[config.mk]
export PLATFORM = sky130hd
export DESIGN_NAME = avgp_back
export DESIGN_NICKNAME = d
export VERILOG_FILES = /design/src/rtl/core/avgp_pkg.sv /design/src/rtl/core/avgp_back.sv
export SDC_FILE = /design/constraint.sdc
export NUM_CORES = 1
export LEC_CHECK = 0
export ABC_AREA = 1
export BUFFER_PORTS_ARGS = -buffer_cell sky130_fd_sc_hd__buf_2
export CAP_MARGIN = 20
export CELL_PAD_IN_SITES_DETAIL_PLACEMENT = 1
export CELL_PAD_IN_SITES_GLOBAL_PLACEMENT = 2
export CORE_MARGIN = 3
export CORE_UTILIZATION = 38
export DETAILED_ROUTE_END_ITERATION = 8
export PLACE_DENSITY = 0.9
export SLEW_MARGIN = 20
export SYNTH_ARGS = -nofsm -noshare
export SYNTH_HDL_FRONTEND = slang
export SYNTH_SLANG_ARGS = --single-unit
export TNS_END_PERCENT = 5
[constraint.sdc]
create_clock -name clk -period 4.4 [get_ports clk]
set_clock_uncertainty 0.05 [all_clocks]
set_input_delay 0.44 -clock clk [delete_from_list [all_inputs] [get_ports clk]]
set_output_delay 0.44 -clock clk [all_outputs]
set_load 0.05 [all_outputs]
[src/rtl/core/avgp_pkg.sv]
// Shared types, constants and tables for the streaming average-pooling block.
// Used by every module under rtl/core; depends on nothing else.
package avgp_pkg;

  localparam int MAX_WIDTH_DEF   = 1024;
  localparam int MAX_KERNEL_DEF  = 8;
  localparam int SAMPLE_BITS_DEF = 16;

  // Plane height limit and the position counter that covers it.
  localparam int MAX_HEIGHT = 1024;
  localparam int ROW_W      = 10;
  localparam int HGT_W      = 11;

  // Configuration port.
  localparam int CFG_IDX_W  = 3;
  localparam int CFG_DATA_W = 11;

  // Work queue between the front and the back.
  localparam int QDEPTH = 4;
  localparam int QCNT_W = 3;

  // Reciprocal table for the stride grid test: floor(x / s) equals
  // (x * recip(s)) >> RECIP_SHIFT for every position the block can hold.
  localparam int RECIP_SHIFT = 20;
  localparam int RECIP_W     = 21;

  typedef enum logic [CFG_IDX_W-1:0] {
    REG_KERNEL_H     = 3'd0,
    REG_KERNEL_W     = 3'd1,
    REG_STRIDE_H     = 3'd2,
    REG_STRIDE_W     = 3'd3,
    REG_IMAGE_WIDTH  = 3'd4,
    REG_IMAGE_HEIGHT = 3'd5
  } cfg_reg_t;

  typedef struct packed {
    logic [3:0]  kernel_h;
    logic [3:0]  kernel_w;
    logic [3:0]  stride_h;
    logic [3:0]  stride_w;
    logic [10:0] image_width;
    logic [10:0] image_height;
  } cfg_t;

  typedef enum logic [1:0] {
    BK_IDLE,
    BK_DIV,
    BK_HOLD
  } back_state_t;

  function automatic logic [RECIP_W-1:0] recip(input logic [3:0] s);
    logic [RECIP_W-1:0] m;
    case (s)
      4'd2:    m = 21'd524288;
      4'd3:    m = 21'd349526;
      4'd4:    m = 21'd262144;
      4'd5:    m = 21'd209716;
      4'd6:    m = 21'd174763;
      4'd7:    m = 21'd149797;
      4'd8:    m = 21'd131072;
      4'd9:    m = 21'd116509;
      4'd10:   m = 21'd104858;
      4'd11:   m = 21'd95326;
      4'd12:   m = 21'd87382;
      4'd13:   m = 21'd80660;
      4'd14:   m = 21'd74899;
      4'd15:   m = 21'd69906;
      default: m = 21'd1048576;
    endcase
    return m;
  endfunction

endpackage

[src/rtl/core/avgp_back.sv]
// Back end of the pooling block: rounded division of the window sum by the
// window size, one quotient bit per cycle, and the result register.
// Depends on avgp_pkg.
module avgp_back #(
  parameter int SAMPLE_BITS = avgp_pkg::SAMPLE_BITS_DEF,
  parameter int SUM_W       = 22,
  parameter int DIV_W       = 7
) (
  input  logic                          clk,
  input  logic                          rst,
  input  logic                          job_ready,
  input  logic signed [SUM_W-1:0]       job_sum,
  input  logic [DIV_W-1:0]              job_div,
  input  logic                          job_last,
  output logic                          job_take,
  output logic                          empty,
  input  logic                          pop,
  output logic signed [SAMPLE_BITS-1:0] average_out,
  output logic                          plane_done
);

  localparam int NW  = SUM_W + 2;
  localparam int DW  = DIV_W + 1;
  localparam int CNT_W = $clog2(NW);

  avgp_pkg::back_state_t state, state_next;

  logic [NW-1:0]    num, quo;
  logic [DW-1:0]    den, rem;
  logic [DW:0]      remx;
  logic [CNT_W-1:0] cnt;
  logic             neg, last;
  logic             out_valid;
  logic             load, step, emit;
  logic [SUM_W-1:0] mag;

  always_ff @(posedge clk) begin
    if (rst) begin
      state <= avgp_pkg::BK_IDLE;
    end else begin
      state <= state_next;
    end
  end

  always_comb begin
    state_next = state;
    load       = 1'b0;
    step       = 1'b0;
    emit       = 1'b0;
    unique case (state)
      avgp_pkg::BK_IDLE: begin
        if (job_ready) begin
          load       = 1'b1;
          state_next = avgp_pkg::BK_DIV;
        end
      end
      avgp_pkg::BK_DIV: begin
        step = 1'b1;
        if (cnt == '0) begin
          state_next = avgp_pkg::BK_HOLD;
        end
      end
      avgp_pkg::BK_HOLD: begin
        if (!out_valid || pop) begin
          emit       = 1'b1;
          state_next = avgp_pkg::BK_IDLE;
        end
      end
      default: state_next = avgp_pkg::BK_IDLE;
    endcase
  end

  assign job_take = load;
  assign mag      = job_sum[SUM_W-1] ? SUM_W'(-job_sum) : SUM_W'(job_sum);
  assign remx     = {rem, num[NW-1]};

  // Round half away from zero: (2*|sum| + n) / (2*n), sign applied after.
  always_ff @(posedge clk) begin
    if (load) begin
      neg  <= job_sum[SUM_W-1];
      last <= job_last;
      num  <= (NW'(mag) << 1) + NW'(job_div);
      den  <= DW'(job_div) << 1;
      rem  <= '0;
      quo  <= '0;
      cnt  <= CNT_W'(NW - 1);
    end else if (step) begin
      num <= num << 1;
      cnt <= cnt - CNT_W'(1);
      if (remx >= (DW + 1)'(den)) begin
        rem <= DW'(remx - (DW + 1)'(den));
        quo <= {quo[NW-2:0], 1'b1};
      end else begin
        rem <= DW'(remx);
        quo <= {quo[NW-2:0], 1'b0};
      end
    end
  end

  always_ff @(posedge clk) begin
    if (rst) begin
      out_valid <= 1'b0;
    end else if (emit) begin
      out_valid <= 1'b1;
    end else if (pop) begin
      out_valid <= 1'b0;
    end
  end

  always_ff @(posedge clk) begin
    if (emit) begin
      average_out <= neg ? -quo[SAMPLE_BITS-1:0] : quo[SAMPLE_BITS-1:0];
      plane_done  <= last;
    end
  end

  assign empty = !out_valid;

`ifndef SYNTH
  // The rounded mean of samples never exceeds the sample range.
  a_quo_fits: assert property (@(posedge clk) disable iff (rst)
    (state == avgp_pkg::BK_HOLD) |-> (quo <= (NW'(1) << (SAMPLE_BITS - 1))))
    else $error("average exceeds the sample range");
`endif

endmodule

==> impl_metrics.py, run 1 <==
metrics = {
    "outcome": {
        "status": "completed",
    },
    "timing": {
        "fmax_mhz": 361,
        "final-hold-violation-count": 0,
        "report.final.slew_viol_count": 0,
        "min_period_over_period_pct": 62.9,
        "tightestPinTransition_ns": 0.629,
        "finalSetupViolCount": 0,
        "rsz0062_at_grt": "no",
        "fin_ws_ns": 1.63,
        "fin_tns_setup_ns": 0,
        "slew_headroom_pct": 57.9,
        "fin_crit_ns": 2.77,
    },
    "floorplan": {
        "die-area_um2": 14300,
        "row_count": 40,
        "initial_core_util_pct": 39.7,
        "num_io_pins": 53,
        "core_area_um2": 12300,
        "die_h_um": 119,
        "die_x_um": 119,
    },
    "layout": {
        "syn2layout_area_growth_pct": 15.7,
        "drive_above_1_share_pct": 18.2,
        "fillers": 1560,
        "nets": 718,
        "mostFrequentLayoutCells": "nand2_1 (149), inv_1 (83), buf_2 (52)",
        "antenna_cells": 0,
        "fin_cells": 839,
        "final_core_util_pct": 46.0,
        "final_common_cell": "nand2_1",
    },
    "power": {
        "power_frac_comb_pct": 22.2,
        "p_clk_share_pct": 36.2,
        "seqPwrFrac_pct": 41.7,
        "total_power_uw": 2260,
        "ir_drop_mv": 0.189,
        "p_leak_uw": 0.00258,
        "powerDensity_nw_per_um2": 399,
        "swShare_pct": 30.6,
        "intPower_uw": 1570,
        "p_sw_uw": 691,
    },
    "global_route": {
        "grt_use_total_pct": 16.8,
        "grt_max_degree": 37,
        "grt_pass1_vias": 4143,
        "antenna_found_initial": 0,
        "overflow": 0,
        "grt_pass1_wl_um": 19500,
    },
    "worst_setup_path": {
        "cp_slowest_stage_delay_ns": 0.42,
        "cp_cell_sequence": "buf_2, inv_2, o21ai_0, xor2_1, ha_1, nand2_1, inv_1, nand2_1, nand2_1, a21oi_1, a21oi_2, nand3_2, nor2_4, nand3_1, nand3_1, nand2_1",
        "cpLargestDelayFamily": "simple AND/OR/NAND/NOR gates",
        "slowest_stage": "buf_2",
        "cp-end-kind": "flop",
        "critical_path_buf_inv_count": 3,
        "arrival_ns": 2.82,
        "required_ns": 4.45,
        "r2r-start": "state[0]$_SDFFE_PP0P_",
        "critical_path.most_common_cell": "nand2_1",
        "crit_fanout": 28,
        "r2r_end": "num[7]$_DFFE_PP_",
        "path_class": "in -> reg",
        "r2r_setup_slack_ns": 1.84,
        "start_kind": "input pin",
        "ff2ff_path_depth": 6,
    },
    "synth": {
        "synthCells": 613,
        "syn_area_um2": 4890,
        "synth_seq_area_share_pct": 43.8,
        "yosys_warnings": 0,
        "synth-seq-cells": 82,
        "avgSynthCellArea_um2": 7.98,
        "synth_nets": 665,
        "synth.distinct_cells": 42,
    },
    "detailed_routing": {
        "drc": 0,
        "antenna_left": 0,
        "dr.pass1.iters": 4,
        "via_per_inst": 4.84,
        "drt-initial-drc-count": 223,
        "postRouteWirelength_um": 11300,
        "post_drt_wl_per_cell_um": 13.4,
        "vias": 4062,
    },
    "clock_tree": {
        "clk_root_buffer_cell": "clkbuf_16",
        "post-cts-setup-buffers": 0,
        "clk_path_buf_depth": 2,
        "clkSinkCount": 82,
        "clkLatencyLatePin_ns": 0.34,
        "htreeDepth": 3,
        "cts.repair.resized": 0,
        "postCtsHoldBufs": 0,
        "cts_tree": "built",
        "numCtsBuffers": 9,
        "clkTransAtPathRegs_ns": 0.06,
    },
    "placed_design": {
        "place_ws_ns": 1.26,
        "port_buffers": 52,
        "dp_hpwl_um": 8860,
        "place_inst": 823,
        "place.gp.congestion": 0.821,
    },
    "hold_path": {
        "hp-start": "job_last",
        "min_path_type": "in -> reg",
        "whs_endpoint": "last$_DFFE_PP_",
        "min_delay_path_depth": 1,
    },
    "run": {
        "maxCapViolCount": 0,
    },
}
==> worst register-to-register path, cell delays in order, from the launching register on <==
cell	delay, ns
dfxtp_1	0.35
nor2_1	0.06
nand2_2	0.46
inv_1	0.15
nor2_2	0.33
clkinv_1	0.47
buf_4	0.41
==> Yosys cell counts <==
cell type	instances	area, µm²
o21bai_1	1	7.51
nand2_1	149	559
nor2_2	8	50.1
a21oi_2	2	17.5
edfxtp_1	50	1500
nand2_4	4	45.0
nand4_1	7	43.8
buf_4	1	7.51
o22ai_1	16	100
dfxtp_1	32	641
a211o_1	1	8.76
a22oi_1	1	7.51
xor2_1	25	219
clkinv_1	1	3.75
inv_1	83	312
xnor2_1	5	43.8
nor2_4	6	67.6
a211oi_1	1	7.51
o21a_1	1	7.51
or2_2	1	6.26
nand2_2	21	131
nand3_1	50	250
fa_1	2	40.0
nor4_1	2	12.5
nor2_1	42	158
a31o_2	1	8.76
buf_1	3	11.3
buf_2	5	25.0
nand3_2	1	10.0
a21boi_1	1	7.51
clkbuf_1	5	18.8
nand4_2	1	12.5
a21oi_1	18	90.1
o21ai_0	25	125
ha_1	16	200
o21ai_2	1	8.76
o21ai_1	6	30.0
nor3_1	9	45.0
nand3b_1	2	15.0
o2111ai_1	1	8.76
a31oi_1	2	12.5
inv_2	4	15.0
==> worst max-delay path by stage <==
| stage | start | end | cells past startpoint |
|---|---|---|---|
| after detailed placement | job_sum[21] | num[15]$_DFFE_PP_ | 16 |
| after global placement | job_sum[21] | num[15]$_DFFE_PP_ | 16 |
| after global routing | job_sum[21] | num[15]$_DFFE_PP_ | 16 |
| final | job_sum[21] | num[15]$_DFFE_PP_ | 16 |
| after floorplan | job_sum[21] | num[19]$_DFFE_PP_ | 17 |
| after CTS | job_sum[21] | num[15]$_DFFE_PP_ | 16 |
==> per-stage QoR <==
step | area (µm²) | hold WS [ns]
floorplan | 4890 | 0.350
global placement | 5330 | 0.358
detailed placement | 5330 | 0.362
CTS | 5660 | 0.207
global route | 5660 | 0.212
finish | 5660 | 0.222
==> sequential cells by signal (all words and copies together), names as in the netlist <==
signal / count
average_out: 16
cnt: 5
den: 7
last: 1
neg: 1
num: 24
out_valid: 1
plane_done: 1
quo: 16
rem: 8
state: 2
==> layer usage <==
layer	vias to the layer above	wire [µm]	share of wire, %	global-route usage [%]
met5	-	0	0	0
met4	0	191	1.7	6.23
met3	12	393	3.5	2.37
met2	71	5340	47	28.5
met1	1863	5330	47	21.7
li1	2116	-	-	-
==> power by group through the flow <==
stage / Combinational [µW] / Clock (µW) / Sequential, µW
finish: 501 / 817 / 942
global route: 588 / 874 / 949
CTS: 510 / 838 / 942
detailed placement: 506 / 0 / 958
global placement: 485 / 0 / 954
floorplan: 386 / 0 / 945
==> area by class of cell <==
class | instances | area [µm²] | area share (%)
repair buffers | 56 | 290 | 5.13
inverters | 88 | 330 | 5.84
clock inverters | 6 | 78.8 | 1.39
clock buffers | 10 | 250 | 4.42
multi-input cells | 429 | 2360 | 41.7
well taps | 168 | 210 | 3.71
flip-flops and latches | 82 | 2140 | 37.9
==> cell families (layout without fill, tap and decap cells) <==
family	count (synthesis)	in the layout	share of synthesized area (%)
AND/OR/NAND/NOR	303	303	28.7
XOR/XNOR	30	30	5.37
AO/OA/AOI/OAI	78	78	9.16
adder cells (fa/ha/maj)	18	18	4.91
buffers and inverters	102	160	8.03
flip-flops	82	82	43.8
Note: power is estimated with default switching activity, not from simulation.
==> run 2, diff against run 1 <==
- CORE_UTILIZATION: 38 -> 32
- PLACE_DENSITY: 0.9 -> 0.81
- clock period: 4.4 -> 2.3 ns (I/O delays scaled with it)
==> run 2 against run 1 <==
Clock-buffer cell count is 1 lower; sequential share of layout area is 2.1 points lower; routed wire length is 6.4% higher; sequential power is 91% higher; register-to-register slack worse by 1.7 ns; largest cell class unchanged; highest routed layer unchanged.
==> impl_metrics.py, run 2 (same netlist as run 1, synthesis figures left out) <==
metrics = {
    "outcome": {
        "status": "completed",
    },
    "hold_path": {
        "min_path_type": "in -> reg",
        "hp-start": "job_last",
        "min_delay_path_depth": 1,
        "whs_endpoint": "last$_DFFE_PP_",
    },
    "layout": {
        "top_regs": "num: 24 flops, average_out: 16 flops, quo: 16 flops",
        "largest-register": "num",
        "mostFrequentLayoutCells": "nand2_1 (146), inv_1 (79), edfxtp_1 (50), buf_2 (50), nand3_1 (47)",
        "fillers": 1785,
        "multi_input_area_um2": 2460,
        "antenna_cells": 0,
        "largest_reg_flops": 24,
        "drive_above_1_share_pct": 24.7,
        "seq_area_um2": 2140,
        "final_core_util_pct": 40.6,
        "syn2layout_area_growth_pct": 22.5,
        "final_common_cell": "nand2_1",
        "nets": 748,
    },
    "timing": {
        "tightestPinTransition_ns": 0.387,
        "min_period_over_period_pct": 95.7,
        "final-hold-violation-count": 0,
        "slew_headroom_pct": 74.2,
        "report.final.slew_viol_count": 0,
        "rsz0062_at_grt": "yes",
        "fin_crit_ns": 2.20,
        "fmax_mhz": 454,
        "finalSetupViolCount": 0,
        "fin_tns_setup_ns": 0,
    },
    "global_route": {
        "grt_max_degree": 36,
        "grt_pass1_vias": 4345,
        "antenna_found_initial": 0,
        "overflow": 0,
        "grt_use_total_pct": 14.9,
        "grt_pass1_wl_um": 20400,
    },
    "detailed_routing": {
        "via_per_inst": 4.76,
        "dr.pass1.iters": 4,
        "vias": 4216,
        "post_drt_wl_per_cell_um": 13.5,
        "antenna_left": 0,
        "postRouteWirelength_um": 12000,
        "drc": 0,
        "drt-initial-drc-count": 211,
    },
    "worst_setup_path": {
        "r2r_setup_slack_ns": 0.18,
        "required_ns": 2.35,
        "r2r-start": "den[1]$_DFFE_PP_",
        "slowest_stage": "ha_1",
        "r2r_end": "rem[1]$_SDFFE_PP0P_",
        "start_kind": "input pin",
        "cp_cell_sequence": "buf_6, inv_2, buf_4, nand2_4, nand2_4, o21ai_2, xor2_1, ha_1, buf_4, a21oi_1, nand2_1, a21oi_2, a21oi_2, nand3_2, nor2_4, nand4_1, nand3_1, nand2_1",
        "arrival_ns": 2.25,
        "crit_fanout": 5,
        "cp-end-kind": "flop",
        "critical_path_buf_inv_count": 4,
        "path_class": "in -> reg",
        "ff2ff_path_depth": 11,
        "cp_slowest_stage_delay_ns": 0.31,
        "cpLargestDelayFamily": "simple AND/OR/NAND/NOR gates",
    },
    "clock_tree": {
        "clkLatencyLatePin_ns": 0.34,
        "cts_tree": "built",
        "clk_root_buffer_cell": "clkbuf_16",
        "clk_path_buf_depth": 2,
        "numCtsBuffers": 9,
        "clkSinkCount": 82,
        "htreeDepth": 3,
        "clkTransAtPathRegs_ns": 0.06,
    },
    "floorplan": {
        "die_x_um": 130,
        "row_count": 44,
        "core_area_um2": 14800,
        "die_h_um": 130,
        "initial_core_util_pct": 33.2,
        "num_io_pins": 53,
        "die-area_um2": 16800,
    },
    "placed_design": {
        "dp_hpwl_um": 9290,
        "place.gp.congestion": 0.804,
        "port_buffers": 52,
    },
    "power": {
        "powerDensity_nw_per_um2": 736,
        "p_leak_uw": 0.00273,
        "total_power_uw": 4410,
        "ir_drop_mv": 0.305,
    },
    "run": {
        "maxCapViolCount": 0,
    },
}
## run 2: cell count changes in the layout (fill, tap and decap cells not counted), moves of 3 or more
cell / previous run / this run
buf_4: 4 / 33
nand2_1: 149 / 146
nand3_2: 1 / 4
nor2_1: 42 / 39
inv_2: 4 / 8
nand3_1: 50 / 47
nand2_4: 4 / 7
inv_1: 83 / 79
## run 2: power by group
part	switching, µW	internal [µW]
combinational	673	446
clock	630	862
sequential	65.7	1730
total	1370	3040
## run 2: per-stage QoR
step           hold slack, ns  instances  worst slack [ns]  area, µm²
2_1_floorplan           0.249        613          -0.00536       4910
3_3_place_gp            0.356        866            -0.211       5560
3_5_place_dp            0.359        866            -0.312       5560
4_1_cts                0.0108        882            0.0258       5870
5_1_grt                0.0129        885           -0.0652       5990
6_report               0.0222        885            0.0994       5990
## run 2: area by class of cell
class	count	share of cell area [%]
repair buffers	85	8.69
well taps	184	3.84
clock inverters	7	1.38
inverters	88	5.51
clock buffers	9	3.76
multi-input cells	430	41.1
flip-flops and latches	82	35.7
## run 2: worst reg2reg max path: stages, from the launching register on
cell	delay, ns
edfxtp_1	0.37
ha_1	0.24
fa_2	0.37
o21ai_2	0.15
nand2_1	0.10
a21oi_2	0.13
o21ai_1	0.09
nand2_1	0.14
buf_4	0.14
a21oi_1	0.05
o21ai_0	0.09
o21ai_1	0.08
## run 2: how the worst max path moves through the flow
stage | startpoint | to | slack, ns | depth (start not counted)
after global placement | job_sum[1] | num[18]$_DFFE_PP_ | -0.21 | 20
after detailed placement | job_sum[1] | num[10]$_DFFE_PP_ | -0.31 | 17
after CTS | job_sum[1] | num[9]$_DFFE_PP_ | 0.03 | 13
after floorplan | job_sum[0] | num[19]$_DFFE_PP_ | -0.005 | 17
final | job_sum[0] | num[21]$_DFFE_PP_ | 0.1 | 18
after global routing | job_sum[0] | num[21]$_DFFE_PP_ | -0.07 | 18
## run 2: what timing repair did
item / in CTS / in global routing
setup endpoints to repair: 0 / 22
resized for setup: 0 / 28
hold buffers: 0 / 0
setup buffers: 0 / 2
## run 2: per-layer routing
layer  up-vias  track usage [%]  wire length [µm]
li1       2169                -                 -
met4         0             4.46               138
met1      1985             19.3              5660
met2        53             25.8              5860
met3         9             2.23               315
met5         -                0                 0
