$ cat config.mk
export PLATFORM = sky130hd
export DESIGN_NAME = avgp_queue
export DESIGN_NICKNAME = d
export VERILOG_FILES = /design/src/rtl/core/avgp_pkg.sv /design/src/rtl/core/avgp_queue.sv
export SDC_FILE = /design/constraint.sdc
export NUM_CORES = 1
export LEC_CHECK = 0
export BUFFER_PORTS_ARGS = -buffer_cell sky130_fd_sc_hd__buf_2
export CAP_MARGIN = 20
export CORE_ASPECT_RATIO = 0.75
export CORE_MARGIN = 4
export CORE_UTILIZATION = 48
export DETAILED_ROUTE_END_ITERATION = 12
export GPL_ROUTABILITY_DRIVEN = 0
export PLACE_DENSITY = 0.69
export SETUP_SLACK_MARGIN = 0.02
export SLEW_MARGIN = 40
export SYNTH_ARGS = -nofsm -noshare
export SYNTH_HDL_FRONTEND = slang
export SYNTH_SLANG_ARGS = --single-unit
$ cat constraint.sdc
create_clock -name clk -period 2.2 [get_ports clk]
set_input_delay 0.11 -clock clk [delete_from_list [all_inputs] [get_ports clk]]
set_output_delay 0.11 -clock clk [all_outputs]
set_load 0.05 [all_outputs]
$ cat src/rtl/core/avgp_pkg.sv
// Shared types, constants and tables for the streaming average-pooling block.
// Used by every module under rtl/core; depends on nothing else.
package avgp_pkg;

  localparam int MAX_WIDTH_DEF   = 1024;
  localparam int MAX_KERNEL_DEF  = 8;
  localparam int SAMPLE_BITS_DEF = 16;

  // Plane height limit and the position counter that covers it.
  localparam int MAX_HEIGHT = 1024;
  localparam int ROW_W      = 10;
  localparam int HGT_W      = 11;

  // Configuration port.
  localparam int CFG_IDX_W  = 3;
  localparam int CFG_DATA_W = 11;

  // Work queue between the front and the back.
  localparam int QDEPTH = 4;
  localparam int QCNT_W = 3;

  // Reciprocal table for the stride grid test: floor(x / s) equals
  // (x * recip(s)) >> RECIP_SHIFT for every position the block can hold.
  localparam int RECIP_SHIFT = 20;
  localparam int RECIP_W     = 21;

  typedef enum logic [CFG_IDX_W-1:0] {
    REG_KERNEL_H     = 3'd0,
    REG_KERNEL_W     = 3'd1,
    REG_STRIDE_H     = 3'd2,
    REG_STRIDE_W     = 3'd3,
    REG_IMAGE_WIDTH  = 3'd4,
    REG_IMAGE_HEIGHT = 3'd5
  } cfg_reg_t;

  typedef struct packed {
    logic [3:0]  kernel_h;
    logic [3:0]  kernel_w;
    logic [3:0]  stride_h;
    logic [3:0]  stride_w;
    logic [10:0] image_width;
    logic [10:0] image_height;
  } cfg_t;

  typedef enum logic [1:0] {
    BK_IDLE,
    BK_DIV,
    BK_HOLD
  } back_state_t;

  function automatic logic [RECIP_W-1:0] recip(input logic [3:0] s);
    logic [RECIP_W-1:0] m;
    case (s)
      4'd2:    m = 21'd524288;
      4'd3:    m = 21'd349526;
      4'd4:    m = 21'd262144;
      4'd5:    m = 21'd209716;
      4'd6:    m = 21'd174763;
      4'd7:    m = 21'd149797;
      4'd8:    m = 21'd131072;
      4'd9:    m = 21'd116509;
      4'd10:   m = 21'd104858;
      4'd11:   m = 21'd95326;
      4'd12:   m = 21'd87382;
      4'd13:   m = 21'd80660;
      4'd14:   m = 21'd74899;
      4'd15:   m = 21'd69906;
      default: m = 21'd1048576;
    endcase
    return m;
  endfunction

endpackage

$ cat src/rtl/core/avgp_queue.sv
// Short work queue between the pooling front and the divider back end.
// Depends on avgp_pkg for its depth and level width.
module avgp_queue #(
  parameter int WIDTH = 30
) (
  input  logic                        clk,
  input  logic                        rst,
  input  logic                        push,
  input  logic [WIDTH-1:0]            din,
  input  logic                        pop,
  output logic [WIDTH-1:0]            dout,
  output logic                        nonempty,
  output logic [avgp_pkg::QCNT_W-1:0] level
);

  localparam int DEPTH = avgp_pkg::QDEPTH;
  localparam int PTR_W = $clog2(DEPTH);

  logic [WIDTH-1:0] slots [DEPTH];
  logic [PTR_W-1:0] wptr, rptr;

  always_ff @(posedge clk) begin
    if (rst) begin
      wptr  <= '0;
      rptr  <= '0;
      level <= '0;
    end else begin
      if (push) begin
        wptr <= wptr + PTR_W'(1);
      end
      if (pop) begin
        rptr <= rptr + PTR_W'(1);
      end
      if (push && !pop) begin
        level <= level + avgp_pkg::QCNT_W'(1);
      end else if (pop && !push) begin
        level <= level - avgp_pkg::QCNT_W'(1);
      end
    end
  end

  always_ff @(posedge clk) begin
    if (push) begin
      slots[wptr] <= din;
    end
  end

  assign dout     = slots[rptr];
  assign nonempty = level != '0;

`ifndef SYNTH
  // The front reserves room before it accepts a sample, so no overflow.
  a_no_overflow: assert property (@(posedge clk) disable iff (rst)
    push |-> (int'(level) < DEPTH || pop))
    else $error("work queue pushed while full");

  a_no_underflow: assert property (@(posedge clk) disable iff (rst)
    pop |-> nonempty)
    else $error("work queue popped while empty");

  a_level_step: assert property (@(posedge clk) disable iff (rst)
    (push && !pop) |=> (level == $past(level) + avgp_pkg::QCNT_W'(1)))
    else $error("work queue level lost a push");
`endif

endmodule

==> results of run 1 <==
cells in the final DEF (no fill, tap or decap):
cell type | synthesis | layout
a21oi_1 | 1 | 1
buf_12 | 0 | 1
clkinv_2 | 0 | 4
buf_2 | 3 | 67
nand2_1 | 1 | 1
dfxtp_2 | 0 | 2
clkinv_1 | 0 | 3
xor2_1 | 3 | 3
o21ai_0 | 1 | 1
dlygate4sd3_1 | 0 | 31
clkinv_4 | 0 | 1
dfxtp_1 | 9 | 7
or3_1 | 2 | 2
xnor2_1 | 2 | 2
clkbuf_1 | 1 | 2
mux4_2 | 30 | 30
nor2_1 | 7 | 7
ha_1 | 5 | 5
edfxtp_1 | 120 | 120
and2_2 | 0 | 4
clkbuf_16 | 0 | 17
mux2i_1 | 2 | 2
buf_4 | 0 | 10
bufinv_16 | 0 | 4
clkinvlp_4 | 0 | 1
inv_1 | 4 | 4
fa_1 | 1 | 1
report_power, final:
part | switching [W] | internal (W)
clock | 0.000928 | 0.00187
sequential | 0.0000454 | 0.00282
combinational | 0.000598 | 0.000301
logic make-up after synthesis:
| logic type | count (synthesis) |
|---|---|
| adders and majority gates | 6 |
| muxes | 32 |
| xor gates and xnor gates | 5 |
| AOI/OAI and AO/OA | 2 |
| buffers and inverters | 11 |
| DFF | 129 |
| and+or+nand+nor | 14 |
registers in the layout, summed over array words and instances (netlist names), named ones only:
name   count
level      3
rptr       2
wptr       2
slots    120
per-layer routing:
| layer | vias to the layer above | wire length [um] |
|---|---|---|
| li1 | 1071 | - |
| met1 | 1202 | 3630 |
| met2 | 69 | 3990 |
| met3 | 12 | 531 |
| met4 | 0 | 134 |
| met5 | - | 0 |
through the flow:
step	setup slack [ns]	std cells	util (%)	total power (W)
floorplan	0.523	199	-	0.00355
global placement	0.604	402	54.9	0.00377
detailed placement	0.597	402	54.9	0.00378
CTS	0.156	465	64.3	0.00664
global route	0.0852	465	64.3	0.00680
finish	0.207	465	64.3	0.00656
cells in the mapped netlist:
| master | n |
|---|---|
| edfxtp_1 | 120 |
| mux4_2 | 30 |
| dfxtp_1 | 9 |
| nor2_1 | 7 |
| ha_1 | 5 |
| and2_1 | 4 |
| inv_1 | 4 |
| buf_2 | 3 |
| buf_6 | 3 |
| xor2_1 | 3 |
| mux2i_1 | 2 |
| or3_1 | 2 |
| xnor2_1 | 2 |
| a21oi_1 | 1 |
| clkbuf_1 | 1 |
| fa_1 | 1 |
| nand2_1 | 1 |
| o21ai_0 | 1 |
repair_timing:
item | in CTS | in global routing
hold endpoints to repair | 128 | 0
resized for setup | 0 | 0
hold buffers | 31 | 0
endpoints found under the setup margin | 0 | 0
setup buffers | 0 | 0
layout make-up:
class | count | area [sq um] | area share, %
Inverter | 4 | 15.0 | 0.242
Multi-Input combinational cell | 59 | 905 | 14.6
Clock buffer | 19 | 433 | 6.97
Sequential cell | 129 | 3790 | 60.9
Timing Repair Buffer | 109 | 741 | 11.9
Clock inverter | 13 | 168 | 2.70
Tap cell | 132 | 165 | 2.66
critical path: cells and delay by family, from the launching register on:
| family | cells | cell delay (ns) |
|---|---|---|
| buf+inv | 2 | 0.58 |
| mux | 1 | 0.57 |
| flops | 1 | 0.32 |
final timing paths:
kind                         startpoint                     to  slack [ns]  depth (start not counted)
hold / removal                      pop   rptr[0]$_SDFFE_PP0P_        0.02                          3
hold reg to reg   level[2]$_SDFFE_PP0P_  level[2]$_SDFFE_PP0P_        0.50                          2
setup / recovery              flip-flop               dout[12]        0.21                          3
setup reg to reg  level[0]$_SDFFE_PP0P_  level[2]$_SDFFE_PP0P_        0.74                          4
==> summary.md, run 1 <==
| Metric | Value |
|---|---|
| Status | `finished, final reports clean` |
| Seq cells post-synth | `between 100 and 150` |
| WS Path Type | `reg2out` |
| GR Util met3 | `4.70%` |
| Synth area leader | `edfxtp_1` |
| Worst hold margin | `around 0.020 ns` |
| Yosys warning total | `0` |
| Setup tns final | `0 ns` |
| Antenna violations before repair | `0` |
| Worst min path class | `in2reg` |
| Initial Util | `around 50%` |
| Met1 usage | `roughly 21%` |
| GRT busiest layer | `met2` |
| Die area | `approximately 12000 sq um` |
| H-tree depth | `4` |
| CP endpoint kind | `primary output` |
| Arrival time worst endpoint | `approximately 1.9 ns` |
| Clk_lat worst skew | `~0.4 ns` |
| Clk sinks | `roughly 130` |
| Top post-synthesis cells by area | `edfxtp_1, mux4_2, dfxtp_1` |
| Worst Max-Slew Pin Slew | `0.389 ns` |
| CP required | `approximately 2.1 ns` |
| Max_cap viols | `0` |
| Num CTS Buffers | `17` |
| Post-synthesis mux area share | `about 15%` |
| Vias per cell | `~5.1` |
| Number of remaining DRC errors | `0` |
| Max Slew Vio Count | `0` |
| Worst Skew | `~0.0047 ns` |
| Top-area cell type share of the netlist area | `75.8%` |
| Synth Area in XOR/XNOR | `less than 1%` |
| IO Port Bufs | `between 60 and 70` |
| Post-Synth Simple-Gate Area | `~1.4%` |
| Max transition margin | `between 70% and 80%` |
| Post-layout min period | `~2 ns` |
| Final ANT Viol Nets | `0` |
| Synthesized instance count | `slightly below 200` |
| Unique cell type count in the Yosys netlist | `18` |
| GR Util met2 | `around 24%` |
| Worst-path clk slew | `around 0.050 ns` |
| Worst IR Drop VDD | `between 0.0005 and 0.0006 V` |
| GRT Total Usage | `between 15 and 20%` |
| IO Pins | `slightly below 70` |
| Root Buffer | `clkbuf_16` |
| Static Leak | `2.22 nW` |
| Post-Syn Area | `4750 sq um` |
| Vias | `approximately 2.4k` |
| Main combinational cell family by area after synthesis | `multiplexers` |
| Initial drt markers | `between 100 and 150` |
| Worst-path fanout max | `19` |
| Wirelength per Cell | `17.8 um` |
| Max incr delay on CP | `roughly 0.57 ns` |
| Synth Area in Compound Gates | `less than 1%` |
| TritonCTS clock tree | `yes` |
| Chip Width | `approximately 120 um` |
| DP HPWL | `approximately 5200 um` |
| Ratio of cells with drive above 1 in the final layout | `between 40% and 50%` |
| Crit-path cells | `buf_4, mux4_2, buf_2` |
| CP max stage cell | `mux4_2` |
| Mapped Avg Cell Area | `23.9 sq um` |
| Chip Height | `about 94 um` |
| Fin. Hold Viols | `0` |
| Syn_nets | `239` |
| Layout Nets | `360` |
| Adder-Cell Fraction of Synth Area | `1.74%` |
| Sequential fraction of the synthesis area | `79.6%` |
| Fmax | `between 500 and 600 MHz` |
| First-pass GRT wire length | `~13000 um` |
| # rows | `31` |
| Post-Place Cell Area | `5300 sq um` |
| Largest net degree at the start of global routing | `20` |
| Kind of start point of the critical path | `flip-flop` |
| Placeable Area | `~9700 sq um` |
| Diodes inserted | `0` |
| Post-Route WL | `between 8000 and 9000 um` |
| Total grt overflow | `0` |
| Final setup viols | `0` |
| Max clock buf depth | `2` |
| Unrepaired setup endpoints after global routing | `false` |
| Number of global-route vias before repair | `2497` |
| Drt pass-1 iters | `4` |
| P&R area growth vs syn | `30.8%` |
| Pwr/cell area | `1060 nW/um^2` |
| Filler cell count | `671` |
| Final worst-path cycle share | `approximately nine tenths` |
| Final Cell Area | `between 6000 and 7000 sq um` |
Note: power is estimated with default switching activity, not from simulation.
==> run 2, diff against run 1 <==
- GPL_TIMING_DRIVEN: not set -> 0
- clock period: 2.2 -> 2.5 ns (I/O delays scaled with it)
==> run 2 against run 1 <==
Effect of this change: die area stayed put; count of clock-buffer cells in the layout up 2; clock power is 7.5% lower; routed wire length fell by 1.8%; via count is 1.7% lower; sequential cell count stayed put; largest cell class unchanged; largest power group is now clock.
==> summary.md, run 2 (synthesis results as in run 1) <==
| Metric | Value |
|---|---|
| First-pass GRT wire length | `13200 um` |
| Max FFs per register | `120` |
| Largest net degree at the start of global routing | `19` |
| Wirelength per Cell | `17.6 um` |
| Worst-path fanout max | `10` |
| Worst-path clk slew | `about 0.05 ns` |
| Root Buffer | `clkbuf_16` |
| Post-Place Cell Area | `approximately 5400 sq um` |
| Most frequent cells in the layout | `edfxtp_1, buf_2, mux4_2, dlygate4sd3_1, clkbuf_16` |
| Status | `finished, final reports clean` |
| Chip Width | `approximately 120 um` |
| Total grt overflow | `0` |
| GR Util met2 | `roughly 24%` |
| Arrival time worst endpoint | `around 1.8 ns` |
| Vias | `~2.3k` |
| DP HPWL | `5010 um` |
| Number of remaining DRC errors | `0` |
| Met1 usage | `between 20% and 30%` |
| Chip Height | `94.2 um` |
| Die area | `between 10000 and 15000 sq um` |
| Max_cap viols | `0` |
| Max transition margin | `a little over two thirds` |
| Final setup viols | `0` |
| Placeable Area | `9660 sq um` |
| P&R area growth vs syn | `32.4%` |
| Num CTS Buffers | `17` |
| Largest regs | `slots: 120 flops, level: 3 flops` |
| Drt pass-1 iters | `4` |
| GR Util met3 | `5.78%` |
| Ratio of cells with drive above 1 in the final layout | `a little over 40%` |
| Antenna violations before repair | `0` |
| H-tree depth | `4` |
| Final worst-path cycle share | `between 70% and 80%` |
| IO Port Bufs | `66` |
| Worst IR Drop VDD | `around 0.00065 V` |
| Worst Max-Slew Pin Slew | `about 0.44 ns` |
| # rows | `31` |
| CP required | `roughly 2.4 ns` |
| Worst min path class | `in2reg` |
| Setup tns final | `0 ns` |
| Worst Skew | `between 0.004 and 0.005 ns` |
| Clk sinks | `around 130` |
| Number of global-route vias before repair | `~2.5k` |
| Post-Route WL | `approximately 8100 um` |
| Clk_lat worst skew | `around 0.41 ns` |
| Static Leak | `2.23 nW` |
| Initial drt markers | `just under 200` |
| GRT Total Usage | `between 10% and 20%` |
| Commonest non-fill, non-tap cell in the layout | `edfxtp_1` |
| Post-layout min period | `a little under 2 ns` |
| Fin. Hold Viols | `0` |
| Max clock buf depth | `2` |
| Vias per cell | `approximately 5.0` |
| Post-CTS Repair Setup Buffers | `0` |
| Fmax | `roughly 520 MHz` |
| GRT busiest layer | `met2` |
| Max Slew Vio Count | `0` |
| Final Cell Area | `between 6000 and 7000 sq um` |
| Diodes inserted | `0` |
| TritonCTS clock tree | `yes` |
| IO Pins | `68` |
| Initial Util | `49.2%` |
| Final ANT Viol Nets | `0` |
| Kind of start point of the critical path | `flip-flop` |
| WS Path Type | `reg2out` |
| Unrepaired setup endpoints after global routing | `false` |
| Final Core Density | `~65%` |
| CP endpoint kind | `primary output` |
| Pwr/cell area | `941 nW/um^2` |
| Layout Nets | `roughly 360` |
| Most flops, register | `slots` |
## run 2: changes by cell type in the layout (fill, tap and decap cells not counted), moves of 3 or more
| cell | previous run | this run |
|---|---|---|
| buf_16 | 0 | 4 |
| buf_4 | 10 | 0 |
| clkbuf_1 | 2 | 5 |
| buf_6 | 0 | 3 |
## run 2: final cells by class
class / count / area (sq um)
Timing Repair Buffer: 100 / 741
Multi-Input combinational cell: 59 / 905
Buffer: 7 / 52.6
Clock inverter: 11 / 186
Sequential cell: 129 / 3780
Clock buffer: 21 / 440
Tap cell: 132 / 165
Inverter: 4 / 15.0
Fill cell: 639 / 3370
## run 2: repair_timing
action                                 in CTS  in global routing
endpoints found under the hold margin     120                  0
gates resized for setup                     0                  0
setup endpoints to repair                   0                  0
hold buffers                               30                  0
## run 2: power by group
group          internal, W  switching [W]
Combinational     0.000278       0.000532
Clock              0.00176       0.000835
Sequential         0.00248      0.0000352
Total              0.00452        0.00140
## run 2: per-stage QoR
stage,setup slack [ns],power (W),cells,hold slack [ns]
2_1_floorplan,0.823,0.00312,199,0.224
3_3_place_gp,0.285,0.00331,397,0.338
3_5_place_dp,0.903,0.00334,401,0.345
4_1_cts,0.546,0.00599,463,0.0310
5_1_grt,0.479,0.00614,463,0.0604
6_report,0.568,0.00592,463,0.0353
## run 2: worst paths after layout
| path | slack [ns] | startpoint | end | depth (start not counted) |
|---|---|---|---|---|
| worst max-delay path | 0.57 | flip-flop | dout[9] | 3 |
| worst min-delay path | 0.04 | pop | rptr[0]$_SDFFE_PP0P_ | 3 |
| worst max register to register | 0.97 | wptr[0]$_SDFFE_PP0P_ | slots[2][5]$_DFFE_PP_ | 4 |
| worst min register to register | 0.50 | level[2]$_SDFFE_PP0P_ | level[2]$_SDFFE_PP0P_ | 2 |
## run 2: per-layer routing
metal,part of all wire (%),up-vias
li1,-,1061
met1,45,1175
met2,48,66
met3,5.6,13
met4,1.6,0
met5,0,-
## run 2: worst max-delay path, stage by stage, from the launching register on
cell and delay [ns]:
dfxtp_1 0.40, buf_6 0.21, mux4_2 0.55, buf_2 0.24
==> run 3, diff against run 2 <==
- ABC_AREA: not set -> 1
- PLACE_DENSITY: 0.69 -> 0.71
- clock period: 2.5 -> 1.63 ns (I/O delays scaled with it)
==> run 3 against run 2 <==
Effect of this change: the run now ends with setup timing left; cell area is 6.7% higher; via count is 36% higher; critical path depth is 2 higher; clock power is 39% higher; power is 48% higher; worst setup slack worse by 0.60 ns.
==> summary.md, run 3 <==
| Metric | Value |
|---|---|
| Status | `finished with violations` |
| Violated checks | `setup timing` |
| Yosys warning total | `0` |
| P&R area growth vs syn | `35.8%` |
| Seq. cell area | `3780 sq um` |
| Max clock buf depth | `2` |
| Kind of start point of the critical path | `flip-flop` |
| Final Non-Filler Cells | `slightly above 600` |
| Mapped Avg Cell Area | `14.1 sq um` |
| Top post-synthesis cells by area | `edfxtp_1, nor2_1, o22ai_1` |
| Dpl ws | `-0.0224 ns` |
| Static Leak | `2.51 nW` |
| Ratio of cells with drive above 1 in the final layout | `approximately 31%` |
| Multi-input gate area | `1070 sq um` |
| Pint | `between 0.006 and 0.007 W` |
| Clock share of power | `around 41%` |
| CP top delay family | `buffers and inverters` |
| Logic gate share of total power | `15.6%` |
| Num CTS Buffers | `17` |
| Commonest non-fill, non-tap cell in the layout | `edfxtp_1` |
| Top-area cell type share of the netlist area | `between 70 and 80%` |
| CP endpoint kind | `primary output` |
| HP Start | `push` |
| Sequential share of power | `roughly 44%` |
| Clk sinks | `between 100 and 150` |
| Hold path depth | `3` |
| Vias | `approximately 3.2k` |
| Max_cap viols | `0` |
| IO Pins | `68` |
| Worst Max-Slew Pin Slew | `approximately 0.47 ns` |
| Drt pass-1 iters | `5` |
| Layout Nets | `just over 500` |
| Chip Height | `approximately 96 um` |
| CP most frequent cell | `buf_4` |
| CP bufs+invs | `3` |
| Most flops, register | `slots` |
| Largest regs | `slots: 120 flops, level: 3 flops` |
| Chip Width | `between 100 and 150 um` |
| Post-layout min period | `roughly 1.7 ns` |
| TritonCTS clock tree | `yes` |
| Post-CTS Repair Setup Buffers | `0` |
| IO Port Bufs | `67` |
| Pwr/cell area | `1310 nW/um^2` |
| Reg-to-reg slack, setup | `around 0.18 ns` |
| Final setup viols | `8` |
| Final ANT Viol Nets | `0` |
| Cells after DPL | `approximately 550` |
| Placeable Area | `a little under 10000 sq um` |
| Antenna violations before repair | `0` |
| Worst min path class | `in2reg` |
| Setup tns final | `-0.122 ns` |
| Synthesized instance count | `350` |
| WS Path Type | `reg2out` |
| Post-synth top cells | `edfxtp_1, nor2_1, o21ai_0, o21ai_1, o22ai_1` |
| R2R Path End | `slots[0][16]$_DFFE_PP_` |
| NetSw | `0.00217 W` |
| Final worst-path cycle share | `102%` |
| Fmax | `approximately 600 MHz` |
| Number of remaining DRC errors | `0` |
| Number of global-route vias before repair | `~3.2k` |
| DP HPWL | `just under 6000 um` |
| Initial drt markers | `approximately 230` |
| Asr flop ratio synth | `0%` |
| Diodes inserted | `0` |
| CP max stage cell | `dfxtp_1` |
| Syn_nets | `390` |
| Wirelength per Cell | `between 15 and 20 um` |
| Top-count cell post-synth | `edfxtp_1` |
| Initial Util | `50.2%` |
| GRT Total Usage | `18.1%` |
| Most frequent cells in the layout | `edfxtp_1, nor2_1, buf_2` |
| Post-synth EDFFs | `120` |
| Die area | `~12000 sq um` |
| Crit-path cells | `inv_1, buf_4, o21ai_1, o22ai_1, buf_4` |
| Worst-path fanout max | `10` |
| FF-to-FF path depth | `4` |
| Hold EP | `wptr[1]$_SDFFE_PP0P_` |
| Synth area leader | `edfxtp_1` |
| First-pass GRT wire length | `roughly 16000 um` |
| Fin. Hold Viols | `0` |
| Total grt overflow | `0` |
| # rows | `31` |
| Worst-path clk slew | `0.05 ns` |
| Max incr delay on CP | `approximately 0.33 ns` |
| Worst Skew | `roughly 0.0074 ns` |
| Max FFs per register | `between 100 and 150` |
| Root Buffer | `clkbuf_16` |
| Sequential fraction of the synthesis area | `about three quarters` |
| Largest net degree at the start of global routing | `31` |
| Final worst slack | `-0.0350 ns` |
| Switching share of power | `between 20% and 30%` |
| Worst IR Drop VDD | `0.00118 V` |
| Filler cell count | `between 700 and 800` |
| H-tree depth | `4` |
| Post-Route WL | `roughly 11000 um` |
| Unrepaired setup endpoints after global routing | `true` |
| Ys flop type | `edfxtp_1` |
| R2R Path Start | `wptr[0]$_SDFFE_PP0P_` |
| Post-Syn Area | `4940 sq um` |
| Max Slew Vio Count | `0` |
| Unique cell type count in the Yosys netlist | `17` |
| Final Power | `a little under 0.009 W` |
| Arrival time worst endpoint | `roughly 1.6 ns` |
| Clk_lat worst skew | `approximately 0.41 ns` |
| Vias per cell | `roughly 5.1` |
| Max transition margin | `roughly two thirds` |
| Seq cells post-synth | `about 130` |
| CP required | `about 1.6 ns` |
-- run 3: through the flow --
| step | cell area, sq um | hold WS [ns] | util [%] |
|---|---|---|---|
| floorplan | 4940 | 0.180 | - |
| global placement | 5440 | 0.296 | 55.2 |
| detailed placement | 5440 | 0.297 | 55.2 |
| CTS | 6440 | 0.0183 | 65.4 |
| global route | 6710 | 0.0678 | 68.1 |
| finish | 6710 | 0.0448 | 68.1 |
-- run 3: metal layers --
layer	up-vias	routed length, um	GRT usage [%]
met5	-	0	0
met4	0	95	6.59
met3	8	678	6.10
met2	100	5370	30.3
met1	1510	4540	22.2
li1	1535	-	-
-- run 3: power groups by stage --
| stage | Sequential, W | Combinational [W] | Clock [W] |
|---|---|---|---|
| 6_report | 0.00383 | 0.00137 | 0.00359 |
| 4_1_cts | 0.00383 | 0.00126 | 0.00363 |
| 2_1_floorplan | 0.00392 | 0.000759 | 0 |
| 5_1_grt | 0.00384 | 0.00145 | 0.00378 |
| 3_3_place_gp | 0.00389 | 0.00109 | 0 |
| 3_5_place_dp | 0.00389 | 0.00111 | 0 |
-- run 3: worst max path at each step --
stage | cells after the start | endpoint | slack, ns | startpoint
final | 5 | dout[15] | -0.04 | flip-flop
after global routing | 6 | dout[19] | -0.12 | flip-flop
after CTS | 6 | dout[6] | -0.05 | flip-flop
after detailed placement | 4 | slots[0][9]$_DFFE_PP_ | -0.02 | wptr[0]$_SDFFE_PP0P_
after global placement | 4 | slots[0][14]$_DFFE_PP_ | -0.43 | wptr[0]$_SDFFE_PP0P_
after floorplan | 4 | slots[2][0]$_DFFE_PP_ | 0.06 | wptr[0]$_SDFFE_PP0P_
-- run 3: cell type report --
cell class	instances	area share [%]
Buffer	19	3.41
Clock buffer	21	6.56
Clock inverter	9	1.73
Inverter	18	1.34
Multi-Input combinational cell	184	15.9
Sequential cell	129	56.4
Tap cell	132	2.46
Timing Repair Buffer	101	12.2
-- run 3: cell families (layout without fill, tap and decap cells) --
logic type	count (synthesis)	count (layout)	share of synthesized area [%]
flops	129	129	76.6
simple gates	78	78	6.00
compound gates	100	100	10.9
buf+inv	37	168	4.86
fa+ha+maj	6	6	1.67
-- run 3: worst register-to-register path: cells and delay by family (launching register included) --
kind / cells / cell delay (ns)
buf+inv: 2 / 0.47
simple gates: 1 / 0.08
flops: 1 / 0.33
fa+ha+maj: 1 / 0.16
-- run 3: timing repair --
item | in CTS | in global routing
pin swaps | 3 | 14
gates cloned | 0 | 2
gates resized for setup | 44 | 62
endpoints found under the hold margin | 123 | 0
setup endpoints to repair | 90 | 90
hold buffers | 32 | 0
